==> config.mk <==
export PLATFORM = sky130hd
export DESIGN_NAME = bitset_index_set_core_flat
export DESIGN_NICKNAME = d
export VERILOG_FILES = /design/src/rtl/bis_pkg.sv /design/src/rtl/bis_req_if.sv /design/src/rtl/bis_rsp_if.sv /design/src/rtl/bis_datapath.sv /design/src/rtl/bis_ctrl.sv /design/src/rtl/bitset_index_set_core.sv /design/src/flat_wrapper.sv
export SDC_FILE = /design/constraint.sdc
export NUM_CORES = 2
export LEC_CHECK = 0
export BUFFER_PORTS_ARGS = -buffer_cell sky130_fd_sc_hd__buf_2
export CORE_MARGIN = 3
export CORE_UTILIZATION = 63
export DETAILED_ROUTE_END_ITERATION = 12
export PLACE_DENSITY_LB_ADDON = 0.05
export SLEW_MARGIN = 25
export SYNTH_ARGS = -nofsm -noshare
export SYNTH_HDL_FRONTEND = slang
export SYNTH_HIERARCHICAL = 1
export SYNTH_SLANG_ARGS = --single-unit
==> constraint.sdc <==
create_clock -name clk_i -period 9.65 [get_ports clk_i]
set_input_delay 2.895 -clock clk_i [delete_from_list [all_inputs] [get_ports clk_i]]
set_output_delay 2.895 -clock clk_i [all_outputs]
set_load 0.02 [all_outputs]
==> src/rtl/bis_pkg.sv <==
// Shared package of the bit-vector index set: sizes, action and state codes,
// controller/datapath command and status structs, and word helper functions.
// Depends on nothing.
`timescale 1ns / 1ps
`default_nettype none

package bis_pkg;

  localparam int MAX_INDICES = 1024;
  localparam int WORD_BITS   = 8;
  localparam int NUM_WORDS   = (MAX_INDICES + WORD_BITS - 1) / WORD_BITS;
  localparam int WADDR_W     = $clog2(NUM_WORDS);
  localparam int BIT_W       = $clog2(WORD_BITS);
  localparam int WCNT_W      = $clog2(WORD_BITS + 1);

  // Field widths fixed by the interface
  localparam int ACT_W  = 4;
  localparam int IDX_W  = 10;
  localparam int POS_W  = 7;
  localparam int SIZE_W = 11;
  localparam int CNT_W  = 11;

  localparam logic [SIZE_W-1:0]  SIZE_MAX  = SIZE_W'(MAX_INDICES);
  localparam logic [WADDR_W-1:0] LAST_WORD = WADDR_W'(NUM_WORDS - 1);

  // APB register map
  localparam int   APB_AW          = 3;
  localparam int   APB_DW          = 32;
  localparam logic REG_SIZE_IN_USE = 1'b0;

  typedef enum logic [ACT_W-1:0] {
    ACT_ADD       = 4'd0,
    ACT_REMOVE    = 4'd1,
    ACT_TEST      = 4'd2,
    ACT_NTH       = 4'd3,
    ACT_COUNT     = 4'd4,
    ACT_INVERT    = 4'd5,
    ACT_SET_ALL   = 4'd6,
    ACT_CLEAR_ALL = 4'd7,
    ACT_OR_WORD   = 4'd8,
    ACT_AND_WORD  = 4'd9
  } action_e;

  typedef enum logic [2:0] {
    ST_IDLE,
    ST_DISPATCH,
    ST_UPDATE,
    ST_SWEEP,
    ST_TRIM,
    ST_FINISH
  } state_e;

  typedef struct packed {
    logic load;
    logic lookup;
    logic update;
    logic sweep_start;
    logic trim;
    logic clear_all;
    logic finish;
  } cmd_t;

  typedef struct packed {
    action_e action;
    logic    range_err;
    logic    sweep_done;
  } sts_t;

  function automatic logic [WCNT_W-1:0] popcount(input logic [WORD_BITS-1:0] w);
    logic [WCNT_W-1:0] c;
    c = '0;
    for (int b = 0; b < WORD_BITS; b++) begin
      c = c + WCNT_W'(w[b]);
    end
    return c;
  endfunction

  // Bits of word w that lie below size sz
  function automatic logic [WORD_BITS-1:0] valid_mask(input logic [WADDR_W-1:0] w,
                                                      input logic [SIZE_W-1:0]  sz);
    logic [SIZE_W:0]        lo;
    logic [WORD_BITS-1:0]   m;
    lo = (SIZE_W+1)'({w, BIT_W'(0)});
    for (int b = 0; b < WORD_BITS; b++) begin
      m[b] = ((lo + (SIZE_W+1)'(b)) < {1'b0, sz});
    end
    return m;
  endfunction

  // Position of the set bit of rank r (from zero) in word w
  function automatic logic [BIT_W-1:0] select_bit(input logic [WORD_BITS-1:0] w,
                                                  input logic [BIT_W-1:0]     r);
    logic [WCNT_W-1:0] cnt;
    logic [BIT_W-1:0]  pos;
    logic              hit;
    cnt = '0;
    pos = '0;
    hit = 1'b0;
    for (int b = 0; b < WORD_BITS; b++) begin
      if (w[b] && !hit) begin
        if (cnt == {1'b0, r}) begin
          pos = BIT_W'(b);
          hit = 1'b1;
        end
        cnt = cnt + 1'b1;
      end
    end
    return pos;
  endfunction

endpackage

`default_nettype wire

==> src/rtl/bis_req_if.sv <==
// Request channel of the index set: valid/ready handshake and request fields.
// Depends on bis_pkg for field widths.
`timescale 1ns / 1ps
`default_nettype none

interface bis_req_if;
  import bis_pkg::*;

  logic              valid;
  logic              ready;
  logic [ACT_W-1:0]  action;
  logic [IDX_W-1:0]  index;
  logic [IDX_W-1:0]  nth;
  logic [POS_W-1:0]  word_position;
  logic [WORD_BITS-1:0] word_data;

  modport source (output valid, action, index, nth, word_position, word_data,
                  input ready);
  modport sink   (input valid, action, index, nth, word_position, word_data,
                  output ready);
endinterface

`default_nettype wire

==> src/rtl/bis_rsp_if.sv <==
// Result channel of the index set: valid/ready handshake and result fields.
// Depends on bis_pkg for field widths.
`timescale 1ns / 1ps
`default_nettype none

interface bis_rsp_if;
  import bis_pkg::*;

  logic             valid;
  logic             ready;
  logic             in_set;
  logic [IDX_W-1:0] found_index;
  logic             found;
  logic [CNT_W-1:0] member_count;
  logic             range_error;

  modport source (output valid, in_set, found_index, found, member_count, range_error,
                  input ready);
  modport sink   (input valid, in_set, found_index, found, member_count, range_error,
                  output ready);
endinterface

`default_nettype wire

==> src/rtl/bis_datapath.sv <==
// Datapath of the index set: word memory with valid bits, live count, sweep
// pipeline, request and result registers. Driven by bis_ctrl through bis_pkg structs.
`timescale 1ns / 1ps
`default_nettype none

module bis_datapath import bis_pkg::*; (
  input  logic                 clk_i,
  input  logic                 rst_ni,
  input  cmd_t                 cmd_i,
  output sts_t                 sts_o,
  input  logic [SIZE_W-1:0]    size_i,
  input  logic [ACT_W-1:0]     action_i,
  input  logic [IDX_W-1:0]     index_i,
  input  logic [IDX_W-1:0]     nth_i,
  input  logic [POS_W-1:0]     word_position_i,
  input  logic [WORD_BITS-1:0] word_data_i,
  output logic                 in_set_o,
  output logic [IDX_W-1:0]     found_index_o,
  output logic                 found_o,
  output logic [CNT_W-1:0]     member_count_o,
  output logic                 range_error_o
);

  logic [WORD_BITS-1:0] mem [NUM_WORDS];
  logic [NUM_WORDS-1:0] vld_q;
  logic [WORD_BITS-1:0] rd_data_q;
  logic                 rd_vld_q;

  action_e              act_q;
  logic [IDX_W-1:0]     idx_q;
  logic [IDX_W-1:0]     nth_q;
  logic [POS_W-1:0]     pos_q;
  logic [WORD_BITS-1:0] data_q;

  logic                 range_err_q, in_set_q, found_q;
  logic [IDX_W-1:0]     found_idx_q;
  logic [CNT_W-1:0]     live_q, acc_q;
  logic [SIZE_W-1:0]    seen_q;

  logic                 swp_q, pipe_vld_q, trim_q;
  logic [WADDR_W-1:0]   rd_cnt_q, pipe_addr_q;

  action_e              act_in;
  logic                 range_in;
  logic [WADDR_W-1:0]   single_addr, rd_addr, wr_addr;
  logic [BIT_W-1:0]     bit_sel;
  logic [WORD_BITS-1:0] bit_mask, word, upd_word, swp_word, wr_data;
  logic [CNT_W-1:0]     upd_cnt, acc_sum;
  logic [WCNT_W-1:0]    word_pc;
  logic [SIZE_W:0]      seen_sum;
  logic [SIZE_W-1:0]    rank_full;
  logic                 rd_en, wr_en, swp_we, nth_hit, sweep_done;

  // Range check of the incoming request
  always_comb begin
    act_in   = action_e'(action_i);
    range_in = 1'b0;
    if (act_in inside {ACT_ADD, ACT_REMOVE, ACT_TEST}) begin
      range_in = ({1'b0, index_i} >= size_i);
    end else if (act_in inside {ACT_OR_WORD, ACT_AND_WORD}) begin
      range_in = (SIZE_W'({word_position_i, BIT_W'(0)}) >= size_i);
    end
  end

  assign single_addr = (act_q inside {ACT_OR_WORD, ACT_AND_WORD}) ? pos_q
                                                                  : idx_q[IDX_W-1:BIT_W];
  assign bit_sel     = idx_q[BIT_W-1:0];
  assign bit_mask    = WORD_BITS'(1) << bit_sel;
  assign word        = rd_vld_q ? rd_data_q : '0;
  assign word_pc     = popcount(word);

  assign rd_en   = cmd_i.lookup || swp_q;
  assign rd_addr = swp_q ? rd_cnt_q : single_addr;

  // Single-word update
  always_comb begin
    case (act_q)
      ACT_ADD:      upd_word = word | bit_mask;
      ACT_REMOVE:   upd_word = word & ~bit_mask;
      ACT_OR_WORD:  upd_word = (word | data_q) & valid_mask(pos_q, size_i);
      ACT_AND_WORD: upd_word = word & data_q;
      default:      upd_word = word;
    endcase
  end
  assign upd_cnt = live_q - CNT_W'(word_pc) + CNT_W'(popcount(upd_word));

  // Sweep processing of the word returned for pipe_addr_q
  always_comb begin
    if (trim_q) begin
      swp_word = word & valid_mask(pipe_addr_q, size_i);
    end else begin
      case (act_q)
        ACT_INVERT:  swp_word = ~word & valid_mask(pipe_addr_q, size_i);
        ACT_SET_ALL: swp_word = valid_mask(pipe_addr_q, size_i);
        default:     swp_word = word;
      endcase
    end
  end
  assign swp_we     = pipe_vld_q && (trim_q || (act_q inside {ACT_INVERT, ACT_SET_ALL}));
  assign acc_sum    = acc_q + CNT_W'(popcount(swp_word));
  assign sweep_done = pipe_vld_q && (pipe_addr_q == LAST_WORD);

  assign seen_sum  = {1'b0, seen_q} + (SIZE_W+1)'(word_pc);
  assign rank_full = SIZE_W'(nth_q) - seen_q;
  assign nth_hit   = pipe_vld_q && !trim_q && (act_q == ACT_NTH) && !found_q
                     && (seen_sum > (SIZE_W+1)'(nth_q));

  assign wr_en   = (cmd_i.update && (act_q != ACT_TEST)) || swp_we;
  assign wr_addr = cmd_i.update ? single_addr : pipe_addr_q;
  assign wr_data = cmd_i.update ? upd_word : swp_word;

  // Word memory, read data registered
  always_ff @(posedge clk_i) begin
    if (wr_en) begin
      mem[wr_addr] <= wr_data;
    end
    if (rd_en) begin
      rd_data_q <= mem[rd_addr];
      rd_vld_q  <= vld_q[rd_addr];
    end
  end

  // Request and result payload
  always_ff @(posedge clk_i) begin
    if (cmd_i.load) begin
      act_q  <= act_in;
      idx_q  <= index_i;
      nth_q  <= nth_i;
      pos_q  <= word_position_i;
      data_q <= word_data_i;
    end
    if (cmd_i.sweep_start) begin
      pipe_addr_q <= rd_cnt_q;
    end else begin
      pipe_addr_q <= rd_cnt_q;
    end
    if (cmd_i.finish) begin
      in_set_o       <= in_set_q;
      found_index_o  <= found_idx_q;
      found_o        <= found_q;
      member_count_o <= live_q;
      range_error_o  <= range_err_q;
    end
  end

  always_ff @(posedge clk_i or negedge rst_ni) begin
    if (!rst_ni) begin
      vld_q       <= '0;
      live_q      <= '0;
      acc_q       <= '0;
      seen_q      <= '0;
      swp_q       <= 1'b0;
      pipe_vld_q  <= 1'b0;
      trim_q      <= 1'b0;
      rd_cnt_q    <= '0;
      range_err_q <= 1'b0;
      in_set_q    <= 1'b0;
      found_q     <= 1'b0;
      found_idx_q <= '0;
    end else begin
      pipe_vld_q <= swp_q;

      if (cmd_i.clear_all) begin
        vld_q <= '0;
      end else if (wr_en) begin
        vld_q[wr_addr] <= 1'b1;
      end

      if (cmd_i.load) begin
        range_err_q <= range_in;
        in_set_q    <= 1'b0;
        found_q     <= 1'b0;
        found_idx_q <= '0;
      end

      if (cmd_i.update && (act_q == ACT_TEST)) begin
        in_set_q <= word[bit_sel];
      end

      // Sweep issue counter
      if (cmd_i.sweep_start) begin
        swp_q    <= 1'b1;
        trim_q   <= cmd_i.trim;
        rd_cnt_q <= '0;
        acc_q    <= '0;
        seen_q   <= '0;
      end else if (swp_q) begin
        rd_cnt_q <= rd_cnt_q + 1'b1;
        if (rd_cnt_q == LAST_WORD) begin
          swp_q <= 1'b0;
        end
      end

      if (pipe_vld_q) begin
        acc_q <= acc_sum;
      end

      if (nth_hit) begin
        found_q     <= 1'b1;
        found_idx_q <= {pipe_addr_q, select_bit(word, rank_full[BIT_W-1:0])};
      end else if (pipe_vld_q && !found_q) begin
        seen_q <= seen_sum[SIZE_W-1:0];
      end

      // Live member count
      if (cmd_i.clear_all) begin
        live_q <= '0;
      end else if (cmd_i.update) begin
        live_q <= upd_cnt;
      end else if (sweep_done) begin
        if (trim_q) begin
          live_q <= acc_sum;
        end else if (act_q == ACT_INVERT) begin
          live_q <= size_i - live_q;
        end else if (act_q == ACT_SET_ALL) begin
          live_q <= size_i;
        end
      end
    end
  end

  assign sts_o.action     = act_q;
  assign sts_o.range_err  = range_err_q;
  assign sts_o.sweep_done = sweep_done;

endmodule

`default_nettype wire

==> src/rtl/bis_ctrl.sv <==
// Controller of the index set: sequences each request and the trim pass
// through the datapath. Uses the state, command and status types of bis_pkg.
`timescale 1ns / 1ps
`default_nettype none

module bis_ctrl import bis_pkg::*; (
  input  logic clk_i,
  input  logic rst_ni,
  input  logic in_valid_i,
  output logic in_ready_o,
  output logic out_valid_o,
  input  logic out_ready_i,
  input  logic cfg_wr_i,
  input  sts_t sts_i,
  output cmd_t cmd_o
);

  state_e state_q, state_d;
  logic   pend_q, pend_d;
  logic   out_vld_q, out_vld_d;

  assign in_ready_o  = (state_q == ST_IDLE) && !pend_q;
  assign out_valid_o = out_vld_q;

  always_ff @(posedge clk_i or negedge rst_ni) begin
    if (!rst_ni) begin
      state_q   <= ST_IDLE;
      pend_q    <= 1'b0;
      out_vld_q <= 1'b0;
    end else begin
      state_q   <= state_d;
      pend_q    <= pend_d;
      out_vld_q <= out_vld_d;
    end
  end

  always_comb begin
    state_d   = state_q;
    cmd_o     = '0;
    out_vld_d = out_vld_q && !out_ready_i;
    pend_d    = pend_q;

    case (state_q)
      ST_IDLE: begin
        if (pend_q) begin
          cmd_o.sweep_start = 1'b1;
          cmd_o.trim        = 1'b1;
          pend_d            = 1'b0;
          state_d           = ST_TRIM;
        end else if (in_valid_i) begin
          cmd_o.load = 1'b1;
          state_d    = ST_DISPATCH;
        end
      end
      ST_DISPATCH: begin
        if (sts_i.range_err) begin
          state_d = ST_FINISH;
        end else if (sts_i.action inside {ACT_ADD, ACT_REMOVE, ACT_TEST,
                                          ACT_OR_WORD, ACT_AND_WORD}) begin
          cmd_o.lookup = 1'b1;
          state_d      = ST_UPDATE;
        end else if (sts_i.action inside {ACT_NTH, ACT_INVERT, ACT_SET_ALL}) begin
          cmd_o.sweep_start = 1'b1;
          state_d           = ST_SWEEP;
        end else if (sts_i.action == ACT_CLEAR_ALL) begin
          cmd_o.clear_all = 1'b1;
          state_d         = ST_FINISH;
        end else begin
          state_d = ST_FINISH;
        end
      end
      ST_UPDATE: begin
        cmd_o.update = 1'b1;
        state_d      = ST_FINISH;
      end
      ST_SWEEP: begin
        if (sts_i.sweep_done) begin
          state_d = ST_FINISH;
        end
      end
      ST_TRIM: begin
        if (sts_i.sweep_done) begin
          state_d = ST_IDLE;
        end
      end
      ST_FINISH: begin
        if (!out_vld_q || out_ready_i) begin
          cmd_o.finish = 1'b1;
          out_vld_d    = 1'b1;
          state_d      = ST_IDLE;
        end
      end
      default: begin
        state_d = ST_IDLE;
      end
    endcase

    // A size write schedules a trim pass; writes during a pass queue one more
    if (cfg_wr_i) begin
      pend_d = 1'b1;
    end
  end

`ifndef ASSERT_OFF
  a_accept_dispatch: assert property (@(posedge clk_i) disable iff (!rst_ni)
    in_valid_i && in_ready_o |=> state_q == ST_DISPATCH)
    else $error("accepted request not dispatched");

  a_cfg_pending: assert property (@(posedge clk_i) disable iff (!rst_ni)
    cfg_wr_i |=> pend_q)
    else $error("size write did not schedule a trim pass");

  a_sweep_done_state: assert property (@(posedge clk_i) disable iff (!rst_ni)
    sts_i.sweep_done |-> (state_q == ST_SWEEP || state_q == ST_TRIM))
    else $error("sweep finished outside a sweep state");
`endif

endmodule

`default_nettype wire

==> src/rtl/bitset_index_set_core.sv <==
// Top level of the bit-vector index set: APB size register, controller and datapath.
// Depends on bis_pkg, bis_req_if, bis_rsp_if, bis_ctrl and bis_datapath.
`timescale 1ns / 1ps
`default_nettype none

// A set of up to MAX_INDICES indices kept as a 128-word by 8-bit memory with a
// live member count; every request returns exactly one result transfer that
// carries the count after the request. Add, remove, test and the OR/AND word
// merges go through dispatch with the registered memory read, write-back and
// result load; count, clear-all, unused actions and out-of-range requests go
// from dispatch straight to the result load. Nth-member, invert and set-all
// stream all 128 words through the single read port one word per cycle, and
// invert and set-all write each back through the write port. The next request
// transfer can come in the cycle after the result loads. Writing size_in_use
// (APB address 0) schedules a trim pass, started once the controller is idle,
// that zeroes bits at and above the new size and recounts the members; no
// request is accepted while it is pending or running, while further APB writes
// are still taken (any number of them queue one more pass).
// Sizes above MAX_INDICES act as MAX_INDICES. The store clears at reset
// through per-word valid bits, and clear-all drops them all at once. A new
// request may be taken while the previous result still waits in the output
// register.
module bitset_index_set_core import bis_pkg::*; (
  input  logic              clk_i,
  input  logic              rst_ni,
  bis_req_if.sink           req_i,
  bis_rsp_if.source         rsp_o,
  input  logic              psel,
  input  logic              penable,
  input  logic              pwrite,
  input  logic [APB_AW-1:0] paddr,
  input  logic [APB_DW-1:0] pwdata,
  output logic [APB_DW-1:0] prdata,
  output logic              pready
);

  logic [SIZE_W-1:0] size_q;
  logic [SIZE_W-1:0] size_eff;
  logic              reg_hit;
  logic              cfg_wr;
  cmd_t              cmd;
  sts_t              sts;

  // APB: zero-wait, register index from the word address
  assign pready  = 1'b1;
  assign reg_hit = (paddr[APB_AW-1:2] == REG_SIZE_IN_USE);
  assign cfg_wr  = psel && penable && pwrite && reg_hit;
  assign prdata  = reg_hit ? APB_DW'(size_q) : '0;

  always_ff @(posedge clk_i or negedge rst_ni) begin
    if (!rst_ni) begin
      size_q <= SIZE_MAX;
    end else if (cfg_wr) begin
      size_q <= pwdata[SIZE_W-1:0];
    end
  end

  // Clamp the size to the store depth
  assign size_eff = (size_q > SIZE_MAX) ? SIZE_MAX : size_q;

  bis_ctrl u_ctrl (
    .clk_i       (clk_i),
    .rst_ni      (rst_ni),
    .in_valid_i  (req_i.valid),
    .in_ready_o  (req_i.ready),
    .out_valid_o (rsp_o.valid),
    .out_ready_i (rsp_o.ready),
    .cfg_wr_i    (cfg_wr),
    .sts_i       (sts),
    .cmd_o       (cmd)
  );

  bis_datapath u_datapath (
    .clk_i           (clk_i),
    .rst_ni          (rst_ni),
    .cmd_i           (cmd),
    .sts_o           (sts),
    .size_i          (size_eff),
    .action_i        (req_i.action),
    .index_i         (req_i.index),
    .nth_i           (req_i.nth),
    .word_position_i (req_i.word_position),
    .word_data_i     (req_i.word_data),
    .in_set_o        (rsp_o.in_set),
    .found_index_o   (rsp_o.found_index),
    .found_o         (rsp_o.found),
    .member_count_o  (rsp_o.member_count),
    .range_error_o   (rsp_o.range_error)
  );

endmodule

`default_nettype wire
==> src/flat_wrapper.sv <==
// flat-port wrapper written by rule: the top's interface ports become plain ports
module bitset_index_set_core_flat import bis_pkg::*;
  (clk_i, rst_ni, psel, penable, pwrite, paddr, pwdata, prdata, pready, req_i_valid, req_i_action, req_i_index, req_i_nth, req_i_word_position, req_i_word_data, req_i_ready, rsp_o_valid, rsp_o_in_set, rsp_o_found_index, rsp_o_found, rsp_o_member_count, rsp_o_range_error, rsp_o_ready);
  bis_req_if req_i_i ();
  bis_rsp_if rsp_o_i ();
  input  logic clk_i;
  input  logic rst_ni;
  input  logic psel;
  input  logic penable;
  input  logic pwrite;
  input  logic [APB_AW-1:0] paddr;
  input  logic [APB_DW-1:0] pwdata;
  output logic [APB_DW-1:0] prdata;
  output logic pready;
  input wire logic [$bits(req_i_i.valid)-1:0] req_i_valid;
  input wire logic [$bits(req_i_i.action)-1:0] req_i_action;
  input wire logic [$bits(req_i_i.index)-1:0] req_i_index;
  input wire logic [$bits(req_i_i.nth)-1:0] req_i_nth;
  input wire logic [$bits(req_i_i.word_position)-1:0] req_i_word_position;
  input wire logic [$bits(req_i_i.word_data)-1:0] req_i_word_data;
  output wire logic [$bits(req_i_i.ready)-1:0] req_i_ready;
  output wire logic [$bits(rsp_o_i.valid)-1:0] rsp_o_valid;
  output wire logic [$bits(rsp_o_i.in_set)-1:0] rsp_o_in_set;
  output wire logic [$bits(rsp_o_i.found_index)-1:0] rsp_o_found_index;
  output wire logic [$bits(rsp_o_i.found)-1:0] rsp_o_found;
  output wire logic [$bits(rsp_o_i.member_count)-1:0] rsp_o_member_count;
  output wire logic [$bits(rsp_o_i.range_error)-1:0] rsp_o_range_error;
  input wire logic [$bits(rsp_o_i.ready)-1:0] rsp_o_ready;
  assign req_i_i.valid = req_i_valid;
  assign req_i_i.action = req_i_action;
  assign req_i_i.index = req_i_index;
  assign req_i_i.nth = req_i_nth;
  assign req_i_i.word_position = req_i_word_position;
  assign req_i_i.word_data = req_i_word_data;
  assign req_i_ready = req_i_i.ready;
  assign rsp_o_valid = rsp_o_i.valid;
  assign rsp_o_in_set = rsp_o_i.in_set;
  assign rsp_o_found_index = rsp_o_i.found_index;
  assign rsp_o_found = rsp_o_i.found;
  assign rsp_o_member_count = rsp_o_i.member_count;
  assign rsp_o_range_error = rsp_o_i.range_error;
  assign rsp_o_i.ready = rsp_o_ready;
  bitset_index_set_core u_core (.clk_i(clk_i), .rst_ni(rst_ni), .req_i(req_i_i), .rsp_o(rsp_o_i), .psel(psel), .penable(penable), .pwrite(pwrite), .paddr(paddr), .pwdata(pwdata), .prdata(prdata), .pready(pready));
endmodule
Word level (Yosys, flattened, before mapping)

Memory sizes are Yosys's and may differ from the RTL's. A register that Yosys moved wholly into a read port is not among the register bits.
Cells that the tools add are included.

Flip-flop bits (word level): 271
Bits in writable memories: 1024
Input port bits: 81
Output and inout port bits: 59
Memories kept: 1

$add $sub $neg: 48
Magnitude comparators: 24
Eq/ne operators: 31
Shifts and indexed selects: 1
Muxes and demuxes: 126
Bitwise operators: 11
Reductions and logical operators: 58

Memories:

| memory                | words | width | rd ports | clocked after Yosys merged registers in | wr ports | RTL line           | source |
|---|---|---|---|---|---|---|---|
| u_core.u_datapath.mem | 128   | 8     | 1        | 1                                       | 1        | bis_datapath.sv:24 | `logic [WORD_BITS-1:0] mem [NUM_WORDS];` |

Operators by type and width:

| cell                                                             | count |
|---|---|
| 128-bit 2-to-1 mux                                               | 2 |
| 11-bit less-than comparator                                      | 14 |
| 11-bit 2-to-1 mux                                                | 13 |
| 128-bit bitwise OR                                               | 1 |
| 10-bit by 3-bit adder with 11-bit output (second input constant) | 8 |
| 3-bit 2-to-1 mux                                                 | 21 |
| 1-bit 2-to-1 mux                                                 | 59 |
| 4-bit 2-to-1 mux                                                 | 13 |
| 4-bit by 1-bit adder with 4-bit output                           | 12 |
| 10-bit by 2-bit adder with 11-bit output (second input constant) | 4 |
| 8-bit bitwise AND                                                | 5 |
| 7-bit 2-to-1 mux                                                 | 5 |
| 8-bit case mux with 4 select lines                               | 1 |
| 4-bit by 3-bit == test with 1-bit output                         | 7 |
| 4-bit by 1-bit adder with 4-bit output (second input constant)   | 6 |
| 8-bit 2-to-1 mux                                                 | 3 |
| 10-bit by 1-bit adder with 11-bit output (second input constant) | 2 |
| 11-bit by 4-bit adder with 11-bit output                         | 2 |
| 10-bit by 11-bit greater-or-equal comparator with 1-bit output   | 2 |
| 1-bit logical AND                                                | 22 |
| 10-bit by 11-bit less-than comparator with 1-bit output          | 2 |
| 10-bit 2-to-1 mux                                                | 2 |
| 3-bit case mux with 6 select lines                               | 1 |
| 2-bit nonzero test                                               | 9 |
| 42 further kinds                                                 | 83 |

Depth between registers and ports, before layout

Depth in word-level cells: 40
Gate-level depth with buffers: 33
Depth with buffers taken out: 32

By module

The synthesis kept the hierarchy.

Modules (own cells, without submodules):

| module                | instances | cells each | area each (um^2) |
|---|---|---|---|
| bis_datapath          | 1         | 3303       | 55610.8 |
| bitset_index_set_core | 1         | 73         | 789.5 |
| bis_ctrl              | 1         | 55         | 461.7 |

Least setup slack after synthesis

OpenSTA, ideal clock, no wires.

Kind: register -> register
Start: register u_core.size_q[10]
End: memory u_core.u_datapath.mem[0][6], data pin
Setup time: 1197 ps
Data arrival time: 7408 ps
Slack: 1046 ps
Cell stages (with the launch flop): 12
Buffers on the path: 1
Clock period less this slack: 8604 ps
Path through: dfstp_2 clkbuf_1 nor2b_1 inv_1 ha_1 a21o_1 a21oi_1 o21ai_0 a21o_1 a21o_1 a221o_1 o21ai_0

Cells in the longest elaborated chain, start to end: 7

Ends and longest elaborated chain:

| item                                   | RTL line                    | source |
|---|---|---|
| start: declaration                     | bitset_index_set_core.sv:37 | `logic [SIZE_W-1:0] size_q;` |
| start signal: assignment               | bitset_index_set_core.sv:54 | `size_q <= pwdata[SIZE_W-1:0];` |
| 11-bit greater-than comparator (*)     | bitset_index_set_core.sv:59 | `assign size_eff = (size_q > SIZE_MAX) ? SIZE_MAX : size_q;` |
| 11-bit 2-to-1 mux (*)                  | bitset_index_set_core.sv:59 |  |
| named net u_core.size_eff[5]           | bitset_index_set_core.sv:38 | `logic [SIZE_W-1:0] size_eff;` |
| 11-bit less-than comparator            | bis_pkg.sv:85               | `m[b] = ((lo + (SIZE_W+1)'(b)) < {1'b0, sz});` |
| 8-bit bitwise AND                      | bis_datapath.sv:93          | `ACT_INVERT: swp_word = ~word & valid_mask(pipe_addr_q, size_i);` |
| 8-bit case mux with 2 select lines     | bis_datapath.sv:92          | `case (act_q)` |
| 8-bit 2-to-1 mux                       | bis_datapath.sv:89          | `if (trim_q) begin` |
| 8-bit 2-to-1 mux (*)                   | bis_datapath.sv:110         | `assign wr_data = cmd_i.update ? upd_word : swp_word;` |
| named net u_core.u_datapath.wr_data[6] | bis_datapath.sv:47          | `logic [WORD_BITS-1:0] bit_mask, word, upd_word, swp_word, wr_data;` |
| end: declaration                       | bis_datapath.sv:24          |  |

The timed path passes the listed nets; every way through them passes the cells marked *.

Worst setup path in the final report

Start: register u_core.size_q[10]
End: register u_core.u_datapath.live_q[10]

Cells in the longest elaborated chain, start to end: 18

Ends and longest elaborated chain:

| item                                                                                                   | RTL line                    | source |
|---|---|---|
| 11-bit greater-than comparator (*)                                                                     | bitset_index_set_core.sv:59 |  |
| 11-bit 2-to-1 mux (*)                                                                                  | bitset_index_set_core.sv:59 |  |
| named net u_core.size_eff[3]                                                                           | bitset_index_set_core.sv:38 |  |
| 10-bit by 11-bit less-than comparator with 1-bit output or 11-bit less-than comparator (tied branches) | bis_pkg.sv:85               |  |
| 8-bit bitwise AND                                                                                      | bis_datapath.sv:93          |  |
| 8-bit case mux with 2 select lines                                                                     | bis_datapath.sv:92          |  |
| 8-bit 2-to-1 mux                                                                                       | bis_datapath.sv:89          |  |
| 1-bit by 1-bit adder with 2-bit output                                                                 | bis_pkg.sv:73               | `c = c + WCNT_W'(w[b]);` |
| 2-bit by 1-bit adder with 3-bit output                                                                 | bis_pkg.sv:73               |  |
| 3-bit by 1-bit adder with 4-bit output                                                                 | bis_pkg.sv:73               |  |
| 4-bit by 1-bit adder with 4-bit output (4 in series)                                                   | bis_pkg.sv:73               |  |
| 11-bit by 4-bit adder with 11-bit output                                                               | bis_datapath.sv:100         | `assign acc_sum = acc_q + CNT_W'(popcount(swp_word));` |
| 11-bit 2-to-1 mux                                                                                      | bis_datapath.sv:211         | `if (trim_q) begin` |
| 11-bit 2-to-1 mux                                                                                      | bis_datapath.sv:210         | `end else if (sweep_done) begin` |
| 11-bit 2-to-1 mux (*)                                                                                  | bis_datapath.sv:208         | `end else if (cmd_i.update) begin` |
| 11-bit 2-to-1 mux (*)                                                                                  | bis_datapath.sv:206         | `if (cmd_i.clear_all) begin` |
| end signal: assignment                                                                                 | bis_datapath.sv:209         | `live_q <= upd_cnt;` |
| end signal: assignment                                                                                 | bis_datapath.sv:212         | `live_q <= acc_sum;` |
| end signal: assignment                                                                                 | bis_datapath.sv:214         | `live_q <= size_i - live_q;` |
| end: declaration                                                                                       | bis_datapath.sv:37          | `logic [CNT_W-1:0] live_q, acc_q;` |

The timed path passes the listed nets; every way through them passes the cells marked *. The select of a mux whose other input is x is not followed.
A chain may end at the register's enable or synchronous reset.

==> metrics.md <==
| Metric | Value |
|---|---|
| Total track usage | 0.2835 |
| Vias in the first global route | 31,160 |
| Crit-path max cell delay | 0.59 ns |
| RR Startpoint | u_core/size_q[10]$_DFFE_PN1P_ |
| Core area | 88,920 um2 |
| CTS root buf | clkbuf_16 |
| Number of I/O pins | 140 |
| Initial Util | 0.6395 |
| Warnings, synthesis | 6 |
| Met1 GRT Util | 0.4046 |
| Worst path most repeated cell | a21oi_1 |
| Most Crowded Layer GR | met2 |
| Mapped Area | 56,860 um2 |
| # clock sinks | 1,303 |
| H-tree Lvls | 4 |
| Commonest cells post-synth | edfxtp_1 (1,096), nor2_1 (443), mux2i_1 (291) |
| P&R area growth vs syn | 10.77% |
| Worst R2R End | u_core/u_datapath/live_q[10]$_DFFE_PN0P_ |
| First-pass GRT wire length | 197.3 mm |
| Die W | 306.4 um |
| Number of flops mapped to enable cells by yosys | 1,096 |
| CTS Hold Bufs | 0 |
| Crit-path slowest cell | nor2b_1 |
| Nets | 3,737 |
| Hold WC Path Type | reg2reg |
| R2r setup slk | 2.20 ns |
| Status | finished clean |
| Initial antenna violation count | 1 |
| Clock share of power | 0.231 |
| Ys flop type | edfxtp_1 |
| Met2 GRT Util | 0.4573 |
| HP Start | u_core/u_datapath/rd_cnt_q[5]$_DFFE_PN0P_ |
| Relative slew slack | 0.3004 |
| F_max | 0.1343 GHz |
| Post-route cell area | 62,980 um2 |
| Unrepaired setup endpoints after global routing | no |
| Slew Viols, Final | 0 |
| DR vias | 30,790 |
| Part of the power in combinational logic | 0.428 |
| Max Root-Sink Buffers | 3 |
| Row cnt | 109 |
| Hold path cells | 0 |
| Clock latency on the worst-skew pair | 0.74 ns |
| R2R depth | 32 |
| # setup viols final | 0 |
| Die ar. | 93,900 um2 |
| HPWL Detailed | 80.31 mm |
| TritonCTS clock tree | yes |
| Post-CTS setup buffers | 0 |
| Total grt overflow | 0 |
| WL/cell | 27.09 um |
| Max capacitance violation total | 0 |
| Worst setup EP type | flip-flop |
| Synth top area share | 0.5788 |
| Yosys cell types | 96 |
| CP max FO | 23 |
| Largest net degree at the start of global routing | 129 |
| Asr flop ratio synth | 0.1535 |
| Remaining antenna violation count | 0 |
| Synth top area cells | edfxtp_1 (58%), mux4_2 (11%), dfrtp_1 (8.8%) |
| Clock-pin slew on the worst setup and hold paths | 0.06 ns |
| Worst EP required | 10.29 ns |
| Tcrit/Tclk final | 0.7717 |
| Sw Share | 0.3646 |
| Hold Vio Cnt, Final | 0 |
| Proportion of layout cells with a drive suffix above 1 | 0.2032 |
| WS Path Type | reg2reg |
| Final Core Density | 0.7083 |
| Most numerous cell in the Yosys netlist | edfxtp_1 |
| Detailed Routing Iterations Pass 1 | 5 |
| Drt total wl | 130.4 mm |
| Sequential Power Share | 0.341 |
| Post-Route Skew | 0.03492 ns |
| Worst setup SP type | flip-flop |
| Peak VDD IR | 0.2482 mV |
| Critical path arrival | 8.09 ns |
| Vias per Instance | 6.398 |
| # DRC | 0 |
| FF+latch count, synth | 1,303 |
| Syn_area_per_cell | 16.57 um2 |
| Sequential share of the synthesized area | 0.6693 |
| Cell taking the most area after synthesis | edfxtp_1 |
| GR met3 Demand/Resource | 0.04117 |
| LEAKAGE | 0.02363 uW |
| Pwr/cell area | 348.7 nW/um2 |
| Port-buffer cells | 94 |
| Placed inst area | 58,540 um2 |
| Switching pwr | 8007 uW |
| Routability cong. | 0.8644 |
| Drt initial violations | 3,063 |
| Chip Height | 306.4 um |
| WHS Endpoint | u_core/u_datapath/pipe_addr_q[5]$_DFF_P_ |
| Slew @ Worst Pin | 1.045 ns |
| Post-CTS resize count | 0 |
| Layout fillers | 5,566 |
| Post-Synthesis Cells | 3,431 |
| Int Power | 13,950 uW |
| Setup TNS Final | 0 ns |
| Final worst path period need | 7.447 ns |
| TritonCTS Buffers | 132 |
placed cells by master (no fill, tap or decap), drive strengths merged, types with 35 or more instances in the layout:
| master | instances |
|---|---|
| o21ai | 63 |
| mux4 | 289 |
| clkinv | 59 |
| nor2b | 41 |
| nor2 | 445 |
| a21o | 39 |
| mux2i | 293 |
| dfrtp | 199 |
| a21oi | 68 |
| xnor2 | 35 |
| buf | 141 |
| nand2 | 114 |
| ha | 104 |
| clkbuf | 169 |
| inv | 108 |
| edfxtp | 1096 |
critical path, delay by kind of cell, from the launching register on:
kind,cells,cell delay [ns]
flip-flops,1,0.50
buffers and inverters,4,0.50
AND/OR/NAND/NOR,4,1.23
AO/OA/AOI/OAI,17,2.79
adder cells (fa/ha/maj),6,2.17
XOR/XNOR,1,0.16
power by group through the flow:
stage          Clock, uW  Sequential (uW)  Combinational (uW)
6_report            5080             7490                9390
5_1_grt             5400             7530               10200
4_1_cts             5170             7500                9420
3_5_place_dp           0             7610                9360
3_3_place_gp           0             7580                9130
2_1_floorplan          0             7640                6610
sequential cells by signal, summed over array words and instances, names as in the netlist, 3 cells and up:
signal and flops:
u_core/u_datapath/rd_data_q 8, u_core/u_datapath/act_q 4, u_core/u_ctrl/state_q 3, u_core/u_datapath/pipe_addr_q 7, u_core/u_datapath/pos_q 7, u_core/u_datapath/member_count_o 11, u_core/u_datapath/rd_cnt_q 7, u_core/u_datapath/idx_q 10
u_core/u_datapath/data_q 8, u_core/size_q 11, u_core/u_datapath/nth_q 10, u_core/u_datapath/found_index_o 10, u_core/u_datapath/acc_q 11, u_core/u_datapath/live_q 11, u_core/u_datapath/seen_q 11, u_core/u_datapath/mem 1024
u_core/u_datapath/found_idx_q 10, u_core/u_datapath/vld_q 128
layout make-up:
class	count	area (um2)	area share
Inverter	102	382.9	0.006079
Tap cell	1165	1458	0.02314
Antenna cell	1	2.502	0.00003973
Clock inverter	77	804.5	0.01277
Clock buffer	169	3563	0.05658
Multi-Input combinational cell	1854	17820	0.2829
Timing Repair Buffer	141	897.1	0.01424
Sequential cell	1303	38060	0.6042
stage by stage:
stage / hold slack [ns] / setup WS, ns / power, uW / instances
after CTS: 0.4515 / 2.282 / 22090 / 4808
after detailed placement: 0.4347 / 2.373 / 16960 / 4562
after global routing: 0.4651 / 1.735 / 23100 / 4812
after global placement: 0.4359 / 2.405 / 16710 / 4562
final: 0.4482 / 2.203 / 21960 / 4812
after floorplan: 0.3519 / 1.046 / 14250 / 3451
worst max-delay path by stage:
stage                                  startpoint                                        to  cells after the start
finish              u_core/size_q[10]$_DFFE_PN1P_  u_core/u_datapath/live_q[10]$_DFFE_PN0P_                     32
global route        u_core/size_q[10]$_DFFE_PN1P_  u_core/u_datapath/live_q[10]$_DFFE_PN0P_                     32
CTS                 u_core/size_q[10]$_DFFE_PN1P_  u_core/u_datapath/live_q[10]$_DFFE_PN0P_                     32
detailed placement  u_core/size_q[10]$_DFFE_PN1P_  u_core/u_datapath/live_q[10]$_DFFE_PN0P_                     32
global placement    u_core/size_q[10]$_DFFE_PN1P_  u_core/u_datapath/live_q[10]$_DFFE_PN0P_                     32
floorplan           u_core/size_q[10]$_DFFE_PN1P_     u_core/u_datapath/mem[0][6]$_DFFE_PP_                     11
per-layer routing:
layer  wire, um  share of wire
met2      64190           0.49
met1      52690           0.40
met3       9136          0.070
met4       4328          0.033
met5          0              0
kinds of logic after synthesis:
| logic type | share of synthesized area |
|---|---|
| flops | 0.6693 |
| simple gates | 0.05519 |
| mux | 0.1736 |
| compound gates | 0.03886 |
| buf+inv | 0.02218 |
| fa+ha+maj | 0.02946 |
| xor+xnor | 0.01131 |
| other cells | 0.0001321 |
Power figures use the tool's default switching activity.
